`src/hw/rtl/mips3d_pkg.sv`:
```
// ----------------------------------------------------------------------------
// mips3d_pkg
// Shared types, codes and decode tables of the MIPS III instruction decoder.
// ----------------------------------------------------------------------------
package mips3d_pkg;

    localparam int WORD_W  = 32;
    localparam int ID_W    = 8;
    localparam int SLOT_W  = 6;
    localparam int TDATA_W = 8;
    localparam int TUSER_W = 8;

    localparam logic [5:0] OP_SPECIAL = 6'h00;
    localparam logic [5:0] OP_REGIMM  = 6'h01;
    localparam logic [5:0] OP_COP0    = 6'h10;
    localparam logic [5:0] OP_COP1    = 6'h11;
    localparam logic [4:0] RS_BC      = 5'h08;

    typedef enum logic [2:0] {
        CLS_REG     = 3'd0,
        CLS_IMM     = 3'd1,
        CLS_JUMP    = 3'd2,
        CLS_BRANCH  = 3'd3,
        CLS_SPECIAL = 3'd4
    } instr_class_t;

    typedef enum logic [3:0] {
        GRP_MAIN      = 4'd0,
        GRP_SPECIAL   = 4'd1,
        GRP_REGIMM    = 4'd2,
        GRP_COP0_MOVE = 4'd3,
        GRP_COP0_BR   = 4'd4,
        GRP_COP0_FUNC = 4'd5,
        GRP_COP1_MOVE = 4'd6,
        GRP_COP1_BR   = 4'd7,
        GRP_COP1_FUNC = 4'd8
    } group_t;

    typedef struct packed {
        group_t              group;
        logic [SLOT_W-1:0]   slot;
    } group_slot_t;

    typedef struct packed {
        logic [ID_W-1:0]     id;
        instr_class_t        cls;
    } dec_entry_t;

    typedef struct packed {
        logic [ID_W-1:0]     id;
        instr_class_t        cls;
        logic                known;
        group_t              group;
    } dec_result_t;

    function automatic dec_entry_t lookup_main(input logic [SLOT_W-1:0] slot);
        dec_entry_t e;
        e = '{id: 8'd0, cls: CLS_REG};
        unique case (slot)
            6'h02: e = '{8'd1,  CLS_JUMP};
            6'h03: e = '{8'd2,  CLS_JUMP};
            6'h04: e = '{8'd3,  CLS_BRANCH};
            6'h05: e = '{8'd4,  CLS_BRANCH};
            6'h06: e = '{8'd5,  CLS_BRANCH};
            6'h07: e = '{8'd6,  CLS_BRANCH};
            6'h08: e = '{8'd7,  CLS_IMM};
            6'h09: e = '{8'd8,  CLS_IMM};
            6'h0A: e = '{8'd9,  CLS_IMM};
            6'h0B: e = '{8'd10, CLS_IMM};
            6'h0C: e = '{8'd11, CLS_IMM};
            6'h0D: e = '{8'd12, CLS_IMM};
            6'h0E: e = '{8'd13, CLS_IMM};
            6'h0F: e = '{8'd14, CLS_IMM};
            6'h14: e = '{8'd15, CLS_BRANCH};
            6'h15: e = '{8'd16, CLS_BRANCH};
            6'h16: e = '{8'd17, CLS_BRANCH};
            6'h17: e = '{8'd18, CLS_BRANCH};
            6'h18: e = '{8'd19, CLS_IMM};
            6'h19: e = '{8'd20, CLS_IMM};
            6'h1A: e = '{8'd21, CLS_IMM};
            6'h1B: e = '{8'd22, CLS_IMM};
            6'h20: e = '{8'd23, CLS_IMM};
            6'h21: e = '{8'd24, CLS_IMM};
            6'h22: e = '{8'd25, CLS_IMM};
            6'h23: e = '{8'd26, CLS_IMM};
            6'h24: e = '{8'd27, CLS_IMM};
            6'h25: e = '{8'd28, CLS_IMM};
            6'h26: e = '{8'd29, CLS_IMM};
            6'h27: e = '{8'd30, CLS_IMM};
            6'h28: e = '{8'd31, CLS_IMM};
            6'h29: e = '{8'd32, CLS_IMM};
            6'h2A: e = '{8'd33, CLS_IMM};
            6'h2B: e = '{8'd34, CLS_IMM};
            6'h2C: e = '{8'd35, CLS_IMM};
            6'h2D: e = '{8'd36, CLS_IMM};
            6'h2E: e = '{8'd37, CLS_IMM};
            6'h2F: e = '{8'd38, CLS_SPECIAL};
            6'h30: e = '{8'd39, CLS_IMM};
            6'h31: e = '{8'd40, CLS_IMM};
            6'h34: e = '{8'd41, CLS_IMM};
            6'h35: e = '{8'd42, CLS_IMM};
            6'h37: e = '{8'd43, CLS_IMM};
            6'h38: e = '{8'd44, CLS_IMM};
            6'h39: e = '{8'd45, CLS_IMM};
            6'h3C: e = '{8'd46, CLS_IMM};
            6'h3D: e = '{8'd47, CLS_IMM};
            6'h3F: e = '{8'd48, CLS_IMM};
            default: e = '{8'd0, CLS_REG};
        endcase
        return e;
    endfunction

    function automatic dec_entry_t lookup_special(input logic [SLOT_W-1:0] slot);
        dec_entry_t e;
        e = '{id: 8'd0, cls: CLS_REG};
        unique case (slot)
            6'h00: e = '{8'd49,  CLS_REG};
            6'h02: e = '{8'd50,  CLS_REG};
            6'h03: e = '{8'd51,  CLS_REG};
            6'h04: e = '{8'd52,  CLS_REG};
            6'h06: e = '{8'd53,  CLS_REG};
            6'h07: e = '{8'd54,  CLS_REG};
            6'h08: e = '{8'd55,  CLS_REG};
            6'h09: e = '{8'd56,  CLS_REG};
            6'h0C: e = '{8'd57,  CLS_SPECIAL};
            6'h0D: e = '{8'd58,  CLS_SPECIAL};
            6'h0F: e = '{8'd59,  CLS_SPECIAL};
            6'h10: e = '{8'd60,  CLS_REG};
            6'h11: e = '{8'd61,  CLS_REG};
            6'h12: e = '{8'd62,  CLS_REG};
            6'h13: e = '{8'd63,  CLS_REG};
            6'h14: e = '{8'd64,  CLS_REG};
            6'h16: e = '{8'd65,  CLS_REG};
            6'h17: e = '{8'd66,  CLS_REG};
            6'h18: e = '{8'd67,  CLS_REG};
            6'h19: e = '{8'd68,  CLS_REG};
            6'h1A: e = '{8'd69,  CLS_REG};
            6'h1B: e = '{8'd70,  CLS_REG};
            6'h1C: e = '{8'd71,  CLS_REG};
            6'h1D: e = '{8'd72,  CLS_REG};
            6'h1E: e = '{8'd73,  CLS_REG};
            6'h1F: e = '{8'd74,  CLS_REG};
            6'h20: e = '{8'd75,  CLS_REG};
            6'h21: e = '{8'd76,  CLS_REG};
            6'h22: e = '{8'd77,  CLS_REG};
            6'h23: e = '{8'd78,  CLS_REG};
            6'h24: e = '{8'd79,  CLS_REG};
            6'h25: e = '{8'd80,  CLS_REG};
            6'h26: e = '{8'd81,  CLS_REG};
            6'h27: e = '{8'd82,  CLS_REG};
            6'h2A: e = '{8'd83,  CLS_REG};
            6'h2B: e = '{8'd84,  CLS_REG};
            6'h2C: e = '{8'd85,  CLS_REG};
            6'h2D: e = '{8'd86,  CLS_REG};
            6'h2E: e = '{8'd87,  CLS_REG};
            6'h2F: e = '{8'd88,  CLS_REG};
            6'h30: e = '{8'd89,  CLS_REG};
            6'h31: e = '{8'd90,  CLS_REG};
            6'h32: e = '{8'd91,  CLS_REG};
            6'h33: e = '{8'd92,  CLS_REG};
            6'h34: e = '{8'd93,  CLS_REG};
            6'h36: e = '{8'd94,  CLS_REG};
            6'h38: e = '{8'd95,  CLS_REG};
            6'h3A: e = '{8'd96,  CLS_REG};
            6'h3B: e = '{8'd97,  CLS_REG};
            6'h3C: e = '{8'd98,  CLS_REG};
            6'h3E: e = '{8'd99,  CLS_REG};
            6'h3F: e = '{8'd100, CLS_REG};
            default: e = '{8'd0, CLS_REG};
        endcase
        return e;
    endfunction

    function automatic dec_entry_t lookup_regimm(input logic [SLOT_W-1:0] slot);
        dec_entry_t e;
        e = '{id: 8'd0, cls: CLS_IMM};
        unique case (slot)
            6'h00: e = '{8'd101, CLS_BRANCH};
            6'h01: e = '{8'd102, CLS_BRANCH};
            6'h02: e = '{8'd103, CLS_BRANCH};
            6'h03: e = '{8'd104, CLS_BRANCH};
            6'h08: e = '{8'd105, CLS_IMM};
            6'h09: e = '{8'd106, CLS_IMM};
            6'h0A: e = '{8'd107, CLS_IMM};
            6'h0B: e = '{8'd108, CLS_IMM};
            6'h0C: e = '{8'd109, CLS_IMM};
            6'h0E: e = '{8'd110, CLS_IMM};
            6'h10: e = '{8'd111, CLS_BRANCH};
            6'h11: e = '{8'd112, CLS_BRANCH};
            6'h12: e = '{8'd113, CLS_BRANCH};
            6'h13: e = '{8'd114, CLS_BRANCH};
            default: e = '{8'd0, CLS_IMM};
        endcase
        return e;
    endfunction

    function automatic dec_entry_t lookup_cop0(input group_t group,
                                               input logic [SLOT_W-1:0] slot);
        dec_entry_t e;
        e = '{id: 8'd0, cls: CLS_REG};
        if (group == GRP_COP0_MOVE)
        begin
            unique case (slot)
                6'h00: e = '{8'd115, CLS_REG};
                6'h01: e = '{8'd116, CLS_REG};
                6'h04: e = '{8'd117, CLS_REG};
                6'h05: e = '{8'd118, CLS_REG};
                default: e = '{8'd0, CLS_REG};
            endcase
        end
        else if (group == GRP_COP0_FUNC)
        begin
            unique case (slot)
                6'h01: e = '{8'd119, CLS_SPECIAL};
                6'h02: e = '{8'd120, CLS_SPECIAL};
                6'h06: e = '{8'd121, CLS_SPECIAL};
                6'h08: e = '{8'd122, CLS_SPECIAL};
                6'h18: e = '{8'd123, CLS_SPECIAL};
                default: e = '{8'd0, CLS_SPECIAL};
            endcase
        end
        else
        begin
            unique case (slot)
                6'h00: e = '{8'd124, CLS_BRANCH};
                6'h01: e = '{8'd125, CLS_BRANCH};
                6'h02: e = '{8'd126, CLS_BRANCH};
                6'h03: e = '{8'd127, CLS_BRANCH};
                default: e = '{8'd0, CLS_BRANCH};
            endcase
        end
        return e;
    endfunction

    function automatic dec_entry_t lookup_cop1(input group_t group,
                                               input logic [SLOT_W-1:0] slot);
        dec_entry_t e;
        e = '{id: 8'd0, cls: CLS_REG};
        if (group == GRP_COP1_MOVE)
        begin
            unique case (slot)
                6'h00: e = '{8'd128, CLS_REG};
                6'h01: e = '{8'd129, CLS_REG};
                6'h02: e = '{8'd130, CLS_REG};
                6'h04: e = '{8'd131, CLS_REG};
                6'h05: e = '{8'd132, CLS_REG};
                6'h06: e = '{8'd133, CLS_REG};
                default: e = '{8'd0, CLS_REG};
            endcase
        end
        else if (group == GRP_COP1_BR)
        begin
            unique case (slot)
                6'h00: e = '{8'd134, CLS_BRANCH};
                6'h01: e = '{8'd135, CLS_BRANCH};
                6'h02: e = '{8'd136, CLS_BRANCH};
                6'h03: e = '{8'd137, CLS_BRANCH};
                default: e = '{8'd0, CLS_BRANCH};
            endcase
        end
        else
        begin
            unique case (slot)
                6'h00: e = '{8'd138, CLS_REG};
                6'h01: e = '{8'd139, CLS_REG};
                6'h02: e = '{8'd140, CLS_REG};
                6'h03: e = '{8'd141, CLS_REG};
                6'h04: e = '{8'd142, CLS_REG};
                6'h05: e = '{8'd143, CLS_REG};
                6'h06: e = '{8'd144, CLS_REG};
                6'h07: e = '{8'd145, CLS_REG};
                6'h08: e = '{8'd146, CLS_REG};
                6'h09: e = '{8'd147, CLS_REG};
                6'h0A: e = '{8'd148, CLS_REG};
                6'h0B: e = '{8'd149, CLS_REG};
                6'h0C: e = '{8'd150, CLS_REG};
                6'h0D: e = '{8'd151, CLS_REG};
                6'h0E: e = '{8'd152, CLS_REG};
                6'h0F: e = '{8'd153, CLS_REG};
                6'h20: e = '{8'd154, CLS_REG};
                6'h21: e = '{8'd155, CLS_REG};
                6'h24: e = '{8'd156, CLS_REG};
                6'h25: e = '{8'd157, CLS_REG};
                6'h30: e = '{8'd158, CLS_REG};
                6'h31: e = '{8'd159, CLS_REG};
                6'h32: e = '{8'd160, CLS_REG};
                6'h33: e = '{8'd161, CLS_REG};
                6'h34: e = '{8'd162, CLS_REG};
                6'h35: e = '{8'd163, CLS_REG};
                6'h36: e = '{8'd164, CLS_REG};
                6'h37: e = '{8'd165, CLS_REG};
                6'h38: e = '{8'd166, CLS_REG};
                6'h39: e = '{8'd167, CLS_REG};
                6'h3A: e = '{8'd168, CLS_REG};
                6'h3B: e = '{8'd169, CLS_REG};
                6'h3C: e = '{8'd170, CLS_REG};
                6'h3D: e = '{8'd171, CLS_REG};
                6'h3E: e = '{8'd172, CLS_REG};
                6'h3F: e = '{8'd173, CLS_REG};
                default: e = '{8'd0, CLS_SPECIAL};
            endcase
        end
        return e;
    endfunction

endpackage

```
`src/hw/rtl/mips3d_group_sel.sv`:
```
// ----------------------------------------------------------------------------
// mips3d_group_sel
// Picks the decode group of an instruction word and the slot inside it.
// ----------------------------------------------------------------------------
module mips3d_group_sel (
    input  logic [mips3d_pkg::WORD_W-1:0] word,
    output mips3d_pkg::group_slot_t       sel
);
    import mips3d_pkg::*;

    logic [5:0] opcode;
    logic [4:0] rs;
    logic [4:0] rt;
    logic [5:0] funct;
    logic       is_cop1;

    assign opcode  = word[31:26];
    assign rs      = word[25:21];
    assign rt      = word[20:16];
    assign funct   = word[5:0];
    assign is_cop1 = (opcode == OP_COP1);

    always_comb
    begin
        priority if (opcode == OP_SPECIAL)
        begin
            sel.group = GRP_SPECIAL;
            sel.slot  = funct;
        end
        else if (opcode == OP_REGIMM)
        begin
            sel.group = GRP_REGIMM;
            sel.slot  = {1'b0, rt};
        end
        else if (opcode == OP_COP0 || opcode == OP_COP1)
        begin
            if (rs == RS_BC)
            begin
                sel.group = is_cop1 ? GRP_COP1_BR : GRP_COP0_BR;
                sel.slot  = {1'b0, rt};
            end
            else if (rs[4])
            begin
                sel.group = is_cop1 ? GRP_COP1_FUNC : GRP_COP0_FUNC;
                sel.slot  = funct;
            end
            else
            begin
                sel.group = is_cop1 ? GRP_COP1_MOVE : GRP_COP0_MOVE;
                sel.slot  = {1'b0, rs};
            end
        end
        else
        begin
            sel.group = GRP_MAIN;
            sel.slot  = opcode;
        end
    end

endmodule

```
`src/hw/rtl/mips3d_lookup.sv`:
```
// ----------------------------------------------------------------------------
// mips3d_lookup
// Looks up instruction identity and class for a group and slot.
// ----------------------------------------------------------------------------
module mips3d_lookup (
    input  mips3d_pkg::group_slot_t sel,
    output mips3d_pkg::dec_result_t result
);
    import mips3d_pkg::*;

    dec_entry_t entry;

    always_comb
    begin
        unique case (sel.group)
            GRP_MAIN:      entry = lookup_main(sel.slot);
            GRP_SPECIAL:   entry = lookup_special(sel.slot);
            GRP_REGIMM:    entry = lookup_regimm(sel.slot);
            GRP_COP0_MOVE,
            GRP_COP0_BR,
            GRP_COP0_FUNC: entry = lookup_cop0(sel.group, sel.slot);
            GRP_COP1_MOVE,
            GRP_COP1_BR,
            GRP_COP1_FUNC: entry = lookup_cop1(sel.group, sel.slot);
            default:       entry = '{id: 8'd0, cls: CLS_REG};
        endcase
    end

    assign result.id    = entry.id;
    assign result.cls   = entry.cls;
    assign result.known = (entry.id != '0);
    assign result.group = sel.group;

endmodule

```
`src/hw/rtl/mips3_instruction_decoder_unit.sv`:
```
// ----------------------------------------------------------------------------
// mips3_instruction_decoder_unit
// Decodes one MIPS III instruction word per request into an identity
// (1..173, 0 when undefined), a class, a known flag and the decode group
// consulted. Words are taken into an input register, decoded by table logic
// and held in a result register: one request per clock cycle is sustained
// while m_tready is high, and an empty input register takes the next word
// while a result waits on the output side.
// ----------------------------------------------------------------------------
module mips3_instruction_decoder_unit (
    input  logic                           clk,
    input  logic                           rst_n,
    input  logic                           s_tvalid,
    output logic                           s_tready,
    input  logic [mips3d_pkg::WORD_W-1:0]  s_tdata,   // instr_word
    output logic                           m_tvalid,
    input  logic                           m_tready,
    output logic [mips3d_pkg::TDATA_W-1:0] m_tdata,   // instr_id
    output logic [mips3d_pkg::TUSER_W-1:0] m_tuser    // instr_class, known, group_sel
);
    import mips3d_pkg::*;

    logic              in_valid_reg;
    logic              in_valid_next;
    logic [WORD_W-1:0] in_word_reg;
    logic              out_valid_reg;
    logic              out_valid_next;
    dec_result_t       out_result_reg;
    logic              advance;
    group_slot_t       sel;
    dec_result_t       result;

    mips3d_group_sel u_group_sel (
        .word (in_word_reg),
        .sel  (sel)
    );

    mips3d_lookup u_lookup (
        .sel    (sel),
        .result (result)
    );

    assign advance  = !out_valid_reg || m_tready;
    assign s_tready = !in_valid_reg || advance;

    always_comb
    begin
        in_valid_next  = s_tready ? s_tvalid : in_valid_reg;
        out_valid_next = advance ? in_valid_reg : out_valid_reg;
    end

    always_ff @(posedge clk or negedge rst_n)
    begin
        if (!rst_n)
        begin
            in_valid_reg  <= 1'b0;
            out_valid_reg <= 1'b0;
        end
        else
        begin
            in_valid_reg  <= in_valid_next;
            out_valid_reg <= out_valid_next;
        end
    end

    always_ff @(posedge clk)
    begin
        if (s_tready && s_tvalid)
        begin
            in_word_reg <= s_tdata;
        end
        if (advance && in_valid_reg)
        begin
            out_result_reg <= result;
        end
    end

    assign m_tvalid = out_valid_reg;
    assign m_tdata  = out_result_reg.id;
    assign m_tuser  = {out_result_reg.group, out_result_reg.known, out_result_reg.cls};

    a_known_flag: assert property (@(posedge clk) disable iff (!rst_n)
        m_tvalid |-> (m_tuser[3] == (m_tdata != 8'd0)))
        else $error("known flag disagrees with instruction id");

    a_group_range: assert property (@(posedge clk) disable iff (!rst_n)
        m_tvalid |-> (m_tuser[7:4] <= 4'd8))
        else $error("group select out of range");

    a_take_word: assert property (@(posedge clk) disable iff (!rst_n)
        (s_tvalid && s_tready) |=> in_valid_reg)
        else $error("accepted request not held in input register");

    a_move_result: assert property (@(posedge clk) disable iff (!rst_n)
        (in_valid_reg && advance) |=> m_tvalid)
        else $error("decoded request lost before result register");

endmodule
```
`config.mk`:
```
export PLATFORM = sky130hd
export DESIGN_NAME = mips3_instruction_decoder_unit
export DESIGN_NICKNAME = d
export VERILOG_FILES = /design/src/hw/rtl/mips3d_pkg.sv /design/src/hw/rtl/mips3d_group_sel.sv /design/src/hw/rtl/mips3d_lookup.sv /design/src/hw/rtl/mips3_instruction_decoder_unit.sv
export SDC_FILE = /design/constraint.sdc
export NUM_CORES = 1
export LEC_CHECK = 0
export ABC_AREA = 0
export BUFFER_PORTS_ARGS = -buffer_cell sky130_fd_sc_hd__buf_2
export CAP_MARGIN = 5
export CORE_ASPECT_RATIO = 0.5
export CORE_MARGIN = 3
export CORE_UTILIZATION = 39
export CTS_CLUSTER_DIAMETER = 60
export DETAILED_ROUTE_END_ITERATION = 10
export PLACE_DENSITY_LB_ADDON = 0.15
export SETUP_SLACK_MARGIN = 0.1
export SLEW_MARGIN = 20
export SYNTH_ARGS = -nofsm -noshare
export SYNTH_HDL_FRONTEND = slang
export SYNTH_SLANG_ARGS = --single-unit
```
`constraint.sdc`:
```
create_clock -name clk -period 4.88 [get_ports clk]
set_input_delay 1.464 -clock clk [delete_from_list [all_inputs] [get_ports clk]]
set_output_delay 1.464 -clock clk [all_outputs]
set_load 0.01 [all_outputs]
```
After elaboration in Yosys (flattened, before gate mapping)
Memory sizes are Yosys's and may differ from the RTL's.
Cells that the tools add are included.
{"block": "classes", "addsub": 0, "n_bitwise": 0, "n_mux": 19, "div_mod_pow": 0, "shift": 0, "order_cmp": 0, "n_eq_ne": 20, "n_reduce_logical": 13, "n_mul": 0}
{"cell": "$pmux W10 S4", "count": 2}
{"cell": "$pmux W11 S6", "count": 1}
{"cell": "$mux W11", "count": 5}
{"cell": "$pmux W11 S5", "count": 1}
{"cell": "$mux W10", "count": 5}
{"cell": "$pmux W10 S5", "count": 1}
{"cell": "$pmux W11 S4", "count": 1}
{"cell": "$eq A6 B3 Y1 const B", "count": 3}
{"cell": "$eq A6 B5 Y1 const B", "count": 3}
{"cell": "$eq A4 B3 Y1 const B", "count": 4}
{"cell": "$eq A6 B1 Y1 const B", "count": 2}
{"cell": "$eq A6 B2 Y1 const B", "count": 2}
{"cell": "$logic_not A6 Y1", "count": 2}
{"cell": "$eq A4 B2 Y1 const B", "count": 2}
{"cell": "$reduce_bool A8 Y1", "count": 1}
{"cell": "$eq A6 B4 Y1 const B", "count": 1}
{"cell": "$reduce_or A3 Y1", "count": 2}
{"cell": "$eq A5 B4 Y1 const B", "count": 1}
{"cell": "$eq A4 B1 Y1 const B", "count": 1}
{"cell": "$eq A4 B4 Y1 const B", "count": 1}
{"cell": "$logic_not A4 Y1", "count": 1}
{"cell": "$mux W4", "count": 1}
{"cell": "$logic_or A1 B1 Y1", "count": 3}
{"cell": "$mux W3", "count": 1}
{"cell": "other kinds (3)", "count": 5}
{"block": "totals", "input_bits": 36, "elab_cells": 63, "rom_bits": 1856, "latchBits": 0, "mem_bits_rw": 0, "ff_bits": 50, "memories": 4}
{"memory": "(no name shown)", "depth": 64, "word_bits": 9, "rd": 1, "rd_clocked_by_memory_dff": 0, "wr": 0, "line": "mips3d_pkg.sv:59", "rtl": "unique case (slot)"}
{"memory": "(no name shown)", "depth": 64, "word_bits": 8, "rd": 1, "rd_clocked_by_memory_dff": 0, "wr": 0, "line": "mips3d_pkg.sv:116", "rtl": "unique case (slot)"}
{"memory": "(no name shown)", "depth": 64, "word_bits": 8, "rd": 1, "rd_clocked_by_memory_dff": 0, "wr": 0, "line": "mips3d_pkg.sv:263", "rtl": "unique case (slot)"}
{"memory": "(no name shown)", "depth": 32, "word_bits": 8, "rd": 1, "rd_clocked_by_memory_dff": 0, "wr": 0, "line": "mips3d_pkg.sv:177", "rtl": "unique case (slot)"}

Depth between registers and ports, before layout
Gate-level depths: netlist of the first run.
{"block": "depth", "ltp_word": 13, "mapped_depth": 16, "depth_no_buf": 13}

By module
From an unflattened synthesis of the first run, not the netlist that was laid out.
{"block": "unflattened", "cells_unflattened": 462, "hier_area_um2": 4100.2}
{"module": "mips3d_lookup", "area_each_um2": 2185.8, "cells_per_inst": 349, "seq_area_each_um2": 0.0, "instances": 1}
{"module": "mips3_instruction_decoder_unit", "area_each_um2": 1545.2, "cells_per_inst": 56, "seq_area_each_um2": 1491.4, "instances": 1}
{"module": "mips3d_group_sel", "area_each_um2": 369.1, "cells_per_inst": 57, "seq_area_each_um2": 0.0, "instances": 1}

Worst setup path after synthesis of the first run
No wires, ideal clock.
{"block": "synth_timing", "path_type": "register -> register", "startpoint": "reg in_word_reg[27]", "endpoint": "reg out_result_reg (netlist bit m_tuser[3]), data pin", "t_arrival_ps": 3712, "period_less_slack_ps": 3981, "setup_time_ps": 270, "n_path_buf": 3, "slack_ps": 899, "stages_incl_launch_ff": 16, "required_ps": 4610, "cell_sequence": "edfxtp_1 > or4_4 > buf_6 > o21ai_0 > o211a_1 > buf_2 > inv_1 > ha_1 > clkbuf_1 > or2_2 > o31ai_1 > o311ai_0 > a32oi_2 > o211ai_1 > nor4_1 > nand4b_1"}
{"item": "from (decl)", "line": "mips3_instruction_decoder_unit.sv:25", "rtl": "logic [WORD_W-1:0] in_word_reg;"}
{"item": "from (signal assigned)", "line": "mips3_instruction_decoder_unit.sv:70", "rtl": "in_word_reg <= s_tdata;"}
{"item": "to (signal assigned)", "line": "mips3_instruction_decoder_unit.sv:74", "rtl": "out_result_reg <= result;"}
{"item": "to (decl)", "line": "mips3_instruction_decoder_unit.sv:28", "rtl": "dec_result_t out_result_reg;"}

==> flow_summary.yaml, run 1 <==
sta:
  rsz0062_at_grt: "false"
  period_minus_slack_ns: 4.27
  tightest_slew_ns: 1.19
  clock_skew_ns: 0.00546
  hold_viol_final: 0
  fmax_mhz: 234
  setup_violations: 0
  setup_tns_ns: 0
  finalCritPeriodShare_pct: 87.5
  slew_headroom_pct: 18.3
  drv_slew: 0
floorplan:
  num_rows: 25
  core_mm2: 0.00967
  io_pins: 54
  die_area_mm2: 0.0115
  die-height_um: 77.3
  die_w_um: 149
  floorplan.initialDensity_pct: 41.0
hold_path:
  min_to: "m_tvalid"
  min_path_type: "reg2reg"
  worstHoldStart: "in_valid_reg"
  hold_depth: 1
setup_path:
  reg2regPathDepth: 12
  crit_arrival_ns: 4.31
  slowest_delay_ns: 0.55
  rrSetupSlack_ns: 0.61
  cp_slowest_cell: "or3b_1"
  cp_top_family: "compound AO/OA/AOI/OAI gates"
  cp_cell_sequence: "or3b_1, o311ai_0, o211a_1, inv_1, ha_1, or2_2, o31ai_1, o311ai_0, a32oi_2, o211ai_1, nor4_1, nand4b_1"
  r2r-end: "m_tuser[3]"
  critPathRequiredTime_ns: 4.92
  timing.rr.start: "in_word_reg[23]"
  crit_fanout: 9
  critPathCaptureType: "register"
  crit_type: "reg2reg"
  critPathMostFrequentCell: "o311ai_0"
  critical_path_buf_inv_count: 1
  crit_path_start_kind: "register"
route:
  wirelength_mm: 14.2
  vias_per_cell: 6.68
  firstDrtPassIters: 6
  ant_nets: 0
  wl_per_cell_um: 22.3
  drc: 0
  vias: 4267
  drtIter0Drc: 636
synth:
  syn-num-nets: 524
  yosysSeqAreaShare_pct: 30.0
  ys_ff_latch: 40
  synth_area_leader_cell: "edfxtp_1"
  synth_edf_count: 38
  synth_cells: 474
  syn_area_per_cell_um2: 8.37
  syn_area_mm2: 0.00397
  yosysTopAreaCellShare_pct: 28.8
  ys_warn_count: 0
  yosys_most_used_dff: "edfxtp_1"
  yosys-top-cells-area: "edfxtp_1 (29%), a21oi_1 (4.4%), ha_1 (4.4%)"
  synthArstFlopShare_pct: 5.00
  synth.distinct_cells: 77
  synthTopCellsByCount: "edfxtp_1 (38), nand2_1 (38), a21oi_1 (35)"
run_status:
  run_status: "complete, no violations"
global_routing:
  grt.total_usage_pct: 24.6
  grt_pass1_wl_mm: 22.3
  grt_max_degree: 34
  grt.overflow.total: 0
  antenna_found_initial: 0
  grt_pass1_vias: 3875
clocking:
  htreeDepth: 2
  post_cts_buffers: 0
  cts.sinks: 40
  cts_tree: "yes"
  clk_pin_slew_ns: 0.06
  post_cts_resized: 0
  numCtsBuffers: 5
  clock_path_buffers: 2
  cts-root-buf: "clkbuf_16"
  hold_buffers: 0
  clk-insertion-delay-late_ns: 0.30
cells_and_area:
  areaGrowthSynthToFinish_pct: 13.8
  largest_register_ffs: 22
  layout.nets: 553
  fillCellCount: 961
  finish.utilization_pct: 46.7
  diodes: 0
  drive_gt1_share_pct: 19.4
  postLayoutCellArea_mm2: 0.00451
place:
  port_buffers: 43
  gp_congestion: 0.954
  dpl.hpwl_mm: 10.1
  place_area_mm2: 0.00434
power_and_ir_drop:
  power-per-cell-area_mw_per_mm2: 258
  finalPower_mw: 1.16
  ir_drop_mv: 0.171
  power_leakage_nw: 1.60
job:
  drv_cap: 0
report_power, final:
group,internal (mW),switching [mW]
Combinational,0.117,0.223
Sequential,0.409,0.0186
Clock,0.243,0.153
area by class of cell:
type	count	area (um^2)	share of cell area, %
clock buffer	5	125	2.77
clock inverter	3	46.3	1.03
inverter	12	45.0	0.998
multi-input combinational	380	2560	56.8
sequential	40	1190	26.4
tap	135	169	3.74
timing repair buffer	64	373	8.26
layout by cell type, fill, tap and decap left out, types with 4 or more instances in the layout:
master / instances
a22oi_1: 6
nand2b_1: 8
inv_1: 10
clkbuf_16: 5
a221o_1: 4
a31oi_1: 8
o2111ai_1: 5
nor3_1: 12
ha_1: 14
or2_2: 6
a2111oi_0: 4
mux2i_1: 7
a221oi_1: 6
nand2_1: 38
or3_1: 7
nand4_1: 9
o31ai_1: 5
nor2_1: 30
o22ai_1: 7
o211ai_1: 19
o221ai_1: 4
nand3_1: 19
buf_2: 43
a211o_1: 4
edfxtp_1: 38
o21ai_0: 25
buf_4: 21
a21o_1: 6
nor4_1: 8
nor2b_1: 6
a211oi_1: 8
a21oi_1: 34
through the flow:
stage / std cells / hold slack (ns) / worst slack (ns)
finish: 639 / 0.484 / 0.612
global route: 639 / 0.524 / 0.394
CTS: 639 / 0.487 / 0.636
detailed placement: 631 / 0.480 / 0.676
global placement: 631 / 0.466 / 0.734
floorplan: 474 / 0.449 / 0.899
per-layer routing:
| layer | routed length (um) | global-route usage, % | share of wire, % | vias up |
|---|---|---|---|---|
| met4 | 404 | 8.02 | 2.8 | 0 |
| met5 | 0 | 0 | 0 | - |
| met2 | 5960 | 36.0 | 42 | 290 |
| met3 | 1500 | 5.49 | 11 | 38 |
| met1 | 6380 | 35.8 | 45 | 2002 |
| li1 | - | - | - | 1937 |
cells by family after synthesis:
kind of cell,synth area share (%)
buffers and inverters,5.59
XOR/XNOR,0.442
flip-flops,30.0
adder cells (fa/ha/maj),4.42
multiplexers,2.62
AO/OA/AOI/OAI,33.1
AND/OR/NAND/NOR,23.8
worst max path at each step:
| stage | startpoint | cells past startpoint | to |
|---|---|---|---|
| global route | in_word_reg[23] | 12 | m_tuser[3] |
| finish | in_word_reg[23] | 12 | m_tuser[3] |
| detailed placement | in_word_reg[23] | 12 | m_tuser[3] |
| CTS | in_word_reg[23] | 12 | m_tuser[3] |
| floorplan | in_word_reg[27] | 15 | m_tuser[3] |
| global placement | in_word_reg[21] | 12 | m_tuser[3] |
(Power assumes the default switching activity.)
==> inputs of run 2 (changes only) <==
--- a/config.mk
+++ b/config.mk
@@ -5,7 +5,7 @@
 export SDC_FILE = /design/constraint.sdc
 export NUM_CORES = 1
 export LEC_CHECK = 0
-export ABC_AREA = 0
+export ABC_AREA = 1
 export BUFFER_PORTS_ARGS = -buffer_cell sky130_fd_sc_hd__buf_2
 export CAP_MARGIN = 5
 export CORE_ASPECT_RATIO = 0.5
==> constraint.sdc (replaced) <==
create_clock -name clk -period 4.88 [get_ports clk]
set_input_delay 1.464 -clock clk [delete_from_list [all_inputs] [get_ports clk]]
set_output_delay 1.464 -clock clk [all_outputs]
set_load 0.1 [all_outputs]
==> flow_summary.yaml, run 2 <==
run_status:
  run_status: "complete, no violations"
synth:
  yosysSeqAreaShare_pct: 29.8
  ys_warn_count: 0
  synth_cells: 601
  yosys_most_used_dff: "edfxtp_1"
  syn_area_per_cell_um2: 6.66
  synth_area_leader_cell: "edfxtp_1"
  synth_edf_count: 38
  synth.distinct_cells: 37
  synth.most_common_cell: "nand2_1"
  ys_ff_latch: 40
  syn-num-nets: 651
  synthArstFlopShare_pct: 5.00
  synthTopCellsByCount: "nand2_1 (198), nand3_1 (87), inv_1 (63)"
  syn_area_mm2: 0.00400
  yosysTopAreaCellShare_pct: 28.5
  yosys-top-cells-area: "edfxtp_1 (29%), nand2_1 (19%), nand3_1 (11%)"
setup_path:
  critPathMostFrequentCell: "buf_2"
  crit_type: "in2out"
  crit_arrival_ns: 2.15
  cp.depth: 4
  timing.rr.start: "in_word_reg[27]"
  critPathRequiredTime_ns: 3.42
  critical_path_buf_inv_count: 3
  reg2regPathDepth: 18
  cp_top_family: "buffers and inverters"
  r2r-end: "m_tuser[3]"
  cp_slowest_cell: "buf_2"
  critPathCaptureType: "primary output"
  rrSetupSlack_ns: 1.41
  crit_path_start_kind: "input pin"
  startpoint: "m_tready"
  slowest_delay_ns: 0.44
  endpoint: "s_tready"
  crit_fanout: 3
  cp_cell_sequence: "buf_2, inv_1, nand3_1, buf_2"
hold_path:
  min_path_type: "reg2reg"
floorplan:
  die_area_mm2: 0.0116
  floorplan.initialDensity_pct: 41.3
  io_pins: 54
  num_rows: 25
  die-height_um: 77.6
  core_mm2: 0.00970
  die_w_um: 149
clocking:
  clock_path_buffers: 2
  clk-insertion-delay-late_ns: 0.30
  htreeDepth: 2
  clk_pin_slew_ns: 0.07
  cts_tree: "yes"
  post_cts_resized: 0
  post_cts_buffers: 0
  hold_buffers: 0
  cts-root-buf: "clkbuf_16"
  numCtsBuffers: 5
  cts.sinks: 40
job:
  drv_cap: 0
cells_and_area:
  final_common_cell: "nand2_1"
  largest_register_ffs: 22
  drive_gt1_share_pct: 16.6
  diodes: 0
  mostFrequentLayoutCells: "nand2_1 (198), nand3_1 (87), inv_1 (63), nor2_1 (62), buf_2 (43)"
  areaGrowthSynthToFinish_pct: 11.3
  layout.nets: 687
  postLayoutCellArea_mm2: 0.00445
  fillCellCount: 1030
route:
  drc: 0
  ant_nets: 0
  wl_per_cell_um: 15.9
  firstDrtPassIters: 5
  wirelength_mm: 12.3
  vias_per_cell: 5.40
  drtIter0Drc: 462
  vias: 4177
sta:
  drv_slew: 0
  fmax_mhz: 277
  setup_tns_ns: 0
  period_minus_slack_ns: 3.61
  rsz0062_at_grt: "false"
  tightest_slew_ns: 0.961
  clock_skew_ns: 0.00703
  setup_violations: 0
  hold_viol_final: 0
  slew_headroom_pct: 35.9
  finalCritPeriodShare_pct: 74.1
place:
  port_buffers: 43
  place_area_mm2: 0.00427
  dpl.hpwl_mm: 9.16
  gp_congestion: 0.960
global_routing:
  grt_pass1_wl_mm: 19.6
  grt_pass1_vias: 3789
  grt.total_usage_pct: 21.4
  antenna_found_initial: 0
  grt_max_degree: 35
  grt.overflow.total: 0
power_and_ir_drop:
  ir_drop_mv: 0.169
  power_leakage_nw: 2.16
  power-per-cell-area_mw_per_mm2: 291
[run 2: tightest hold or removal path, delay by kind of cell (launching register included)]
family	cells	cell delay (ns)
and+or+nand+nor	1	0.07
buffers and inverters	1	0.06
DFF	1	0.34
[run 2: final cells by class]
class | instances | area [um^2] | share of cell area [%]
sequential | 40 | 1190 | 26.8
clock buffer | 6 | 139 | 3.12
inverter | 71 | 267 | 5.99
tap | 135 | 169 | 3.80
timing repair buffer | 45 | 230 | 5.17
clock inverter | 2 | 38.8 | 0.872
multi-input combinational | 474 | 2420 | 54.3
[run 2: where the power goes]
part | switching [mW] | internal, mW | leakage, nW
registers | 0.0177 | 0.417 | 0.388
logic | 0.354 | 0.101 | 1.68
clock network | 0.147 | 0.256 | 0.0871
total | 0.519 | 0.775 | 2.16
[run 2: worst min path at each step]
stage                 start        to  slack (ns)  cells after the start
2_1_floorplan  in_valid_reg  m_tvalid        0.45                      2
5_1_grt        in_valid_reg  m_tvalid        0.56                      2
3_5_place_dp   in_valid_reg  m_tvalid        0.49                      2
4_1_cts        in_valid_reg  m_tvalid        0.51                      2
3_3_place_gp   in_valid_reg  m_tvalid        0.48                      2
6_report       in_valid_reg  m_tvalid        0.49                      2
[run 2: per-layer routing]
metal / GRT usage [%] / share of wire (%) / vias up
li1: - / - / 2036
met1: 31.0 / 46 / 1871
met2: 31.5 / 41 / 231
met3: 5.19 / 10 / 39
met4: 6.30 / 2.9 / 0
met5: 0 / 0 / -
[run 2: through the flow]
stage	util, %	setup WS [ns]	hold slack (ns)	total power [mW]	instances
after floorplan	-	1.12	0.447	0.799	601
after global placement	44.1	1.27	0.478	0.891	765
after detailed placement	44.1	1.27	0.490	0.890	765
after CTS	45.9	1.26	0.507	1.30	773
after global routing	45.9	1.03	0.564	1.36	773
final	45.9	1.27	0.494	1.29	773
[run 2: cell families after synthesis]
| logic type | Yosys count | synth area share [%] |
|---|---|---|
| flip-flops | 40 | 29.8 |
| adder cells (fa/ha/maj) | 14 | 4.38 |
| buffers and inverters | 87 | 9.92 |
| AND/OR/NAND/NOR | 412 | 49.0 |
| AO/OA/AOI/OAI | 48 | 6.88 |
==> inputs of run 3 (changes only) <==
==> constraint.sdc (replaced) <==
create_clock -name clk -period 3.65 [get_ports clk]
set_input_delay 1.095 -clock clk [delete_from_list [all_inputs] [get_ports clk]]
set_output_delay 1.095 -clock clk [all_outputs]
set_load 0.1 [all_outputs]
==> flow_summary.yaml, run 3 (synthesized netlist as in run 2, its figures left out) <==
run_status:
  run_status: "complete, no violations"
cells_and_area:
  largest_register_ffs: 22
  mostFrequentLayoutCells: "nand2_1 (198), nand3_1 (87), inv_1 (63), nor2_1 (62), buf_2 (43)"
  layout.nets: 698
  diodes: 0
  drive_gt1_share_pct: 17.9
  areaGrowthSynthToFinish_pct: 13.1
  final_common_cell: "nand2_1"
power_and_ir_drop:
  p_int_mw: 1.03
  power_switching_mw: 0.695
  power-per-cell-area_mw_per_mm2: 381
  switching_share_pct: 40.4
  power_leakage_nw: 2.20
  p_comb_share_pct: 36.1
  power_frac_seq_pct: 33.8
  ir_drop_mv: 0.179
  power_frac_clock_pct: 30.1
setup_path:
  r2r-end: "m_tuser[3]"
  timing.rr.start: "in_word_reg[30]"
  crit_fanout: 12
  crit_arrival_ns: 3.35
  critPathCaptureType: "register"
  crit_type: "reg2reg"
  reg2regPathDepth: 16
  rrSetupSlack_ns: 0.46
  crit_path_start_kind: "register"
  critPathRequiredTime_ns: 3.81
hold_path:
  min_path_type: "reg2reg"
  min_to: "m_tvalid"
  worstHoldStart: "in_valid_reg"
  hold_depth: 2
route:
  wl_per_cell_um: 15.6
  firstDrtPassIters: 5
  wirelength_mm: 12.2
  drtIter0Drc: 432
  vias_per_cell: 5.32
  vias: 4168
  drc: 0
  ant_nets: 0
clocking:
  numCtsBuffers: 5
  post_cts_resized: 0
  post_cts_buffers: 0
  cts_tree: "yes"
  cts.sinks: 40
  cts-root-buf: "clkbuf_16"
  clk-insertion-delay-late_ns: 0.29
  hold_buffers: 0
  clk_pin_slew_ns: 0.07
  clock_path_buffers: 2
  htreeDepth: 2
sta:
  slew_headroom_pct: 48.6
  setup_tns_ns: 0
  drv_slew: 0
  finalCritPeriodShare_pct: 87.3
  period_minus_slack_ns: 3.19
  layout_setup_ws_ns: 0.463
  fmax_mhz: 314
  setup_violations: 0
  rsz0062_at_grt: "false"
  clock_skew_ns: 0.00802
  tightest_slew_ns: 0.770
  hold_viol_final: 0
global_routing:
  grt_pass1_vias: 3800
  antenna_found_initial: 0
  grt_max_degree: 24
  grt_pass1_wl_mm: 20.2
  grt.total_usage_pct: 21.7
  grt.overflow.total: 0
job:
  drv_cap: 0
floorplan:
  die-height_um: 77.6
  die_w_um: 149
  floorplan.initialDensity_pct: 41.3
  num_rows: 25
  core_mm2: 0.00970
  die_area_mm2: 0.0116
  io_pins: 54
place:
  port_buffers: 43
  gp_congestion: 0.972
  dpl.hpwl_mm: 9.32
  dp_slack_ns: 0.492
[run 3: changes by cell type in the layout (fill, tap and decap cells not counted)]
cell      delta
clkinv_1     +1
buf_4       +11
clkbuf_8     -1
[run 3: cell type report]
cell class | instances | area (um^2)
Inverter | 71 | 267
Fill cell | 1045 | 5170
Sequential cell | 40 | 1190
Timing Repair Buffer | 56 | 313
Clock inverter | 3 | 42.5
Multi-Input combinational cell | 474 | 2420
Tap cell | 135 | 169
Clock buffer | 5 | 125
[run 3: worst max path at each step]
stage                    startpoint         end  slack, ns  depth (start not counted)
finish              in_word_reg[30]  m_tuser[3]       0.46                         16
global route        in_word_reg[25]  m_tuser[3]       0.13                         19
CTS                 in_word_reg[25]  m_tuser[3]       0.49                         18
detailed placement  in_word_reg[25]  m_tuser[3]       0.49                         18
global placement    in_word_reg[25]  m_tuser[3]       0.51                         18
floorplan                  m_tvalid    s_tready       0.59                          1
[run 3: metal layers]
metal  track usage [%]  vias up  routed length [um]
li1                  -     2056                   -
met1              32.3     1898                5870
met2              32.0      197                5090
met3              5.08       17                1120
met4              4.66        0                 159
met5                 0        -                   0
[run 3: per-stage QoR]
step	area (um^2)	util, %	cells	hold slack, ns	power, mW
2_1_floorplan	4000	-	601	0.447	1.07
5_1_grt	4520	46.6	784	0.529	1.81
4_1_cts	4520	46.6	784	0.497	1.72
3_3_place_gp	4360	44.9	776	0.477	1.20
3_5_place_dp	4360	44.9	776	0.481	1.20
6_report	4520	46.6	784	0.486	1.72
[run 3: worst max-delay path, cell delays in order (launching register included)]
cell,delay (ns)
edfxtp_1,0.50
nor2_2,0.22
nand3_2,0.19
or2_2,0.31
nand2_1,0.10
buf_4,0.23
ha_1,0.22
inv_1,0.11
a21oi_2,0.26
nand3_1,0.23
nand3_1,0.16
nand3_1,0.08
nor2_1,0.16
nor2_1,0.06
nand3_1,0.09
nor2_1,0.05
nand3_1,0.08
[run 3: power groups by stage]
stage                     Combinational (mW)  Clock, mW  Sequential, mW
after detailed placement               0.612          0           0.592
after global placement                 0.614          0           0.591
after CTS                              0.615      0.529           0.582
after global routing                   0.677      0.550           0.587
final                                  0.622      0.518           0.581
after floorplan                        0.324          0           0.745
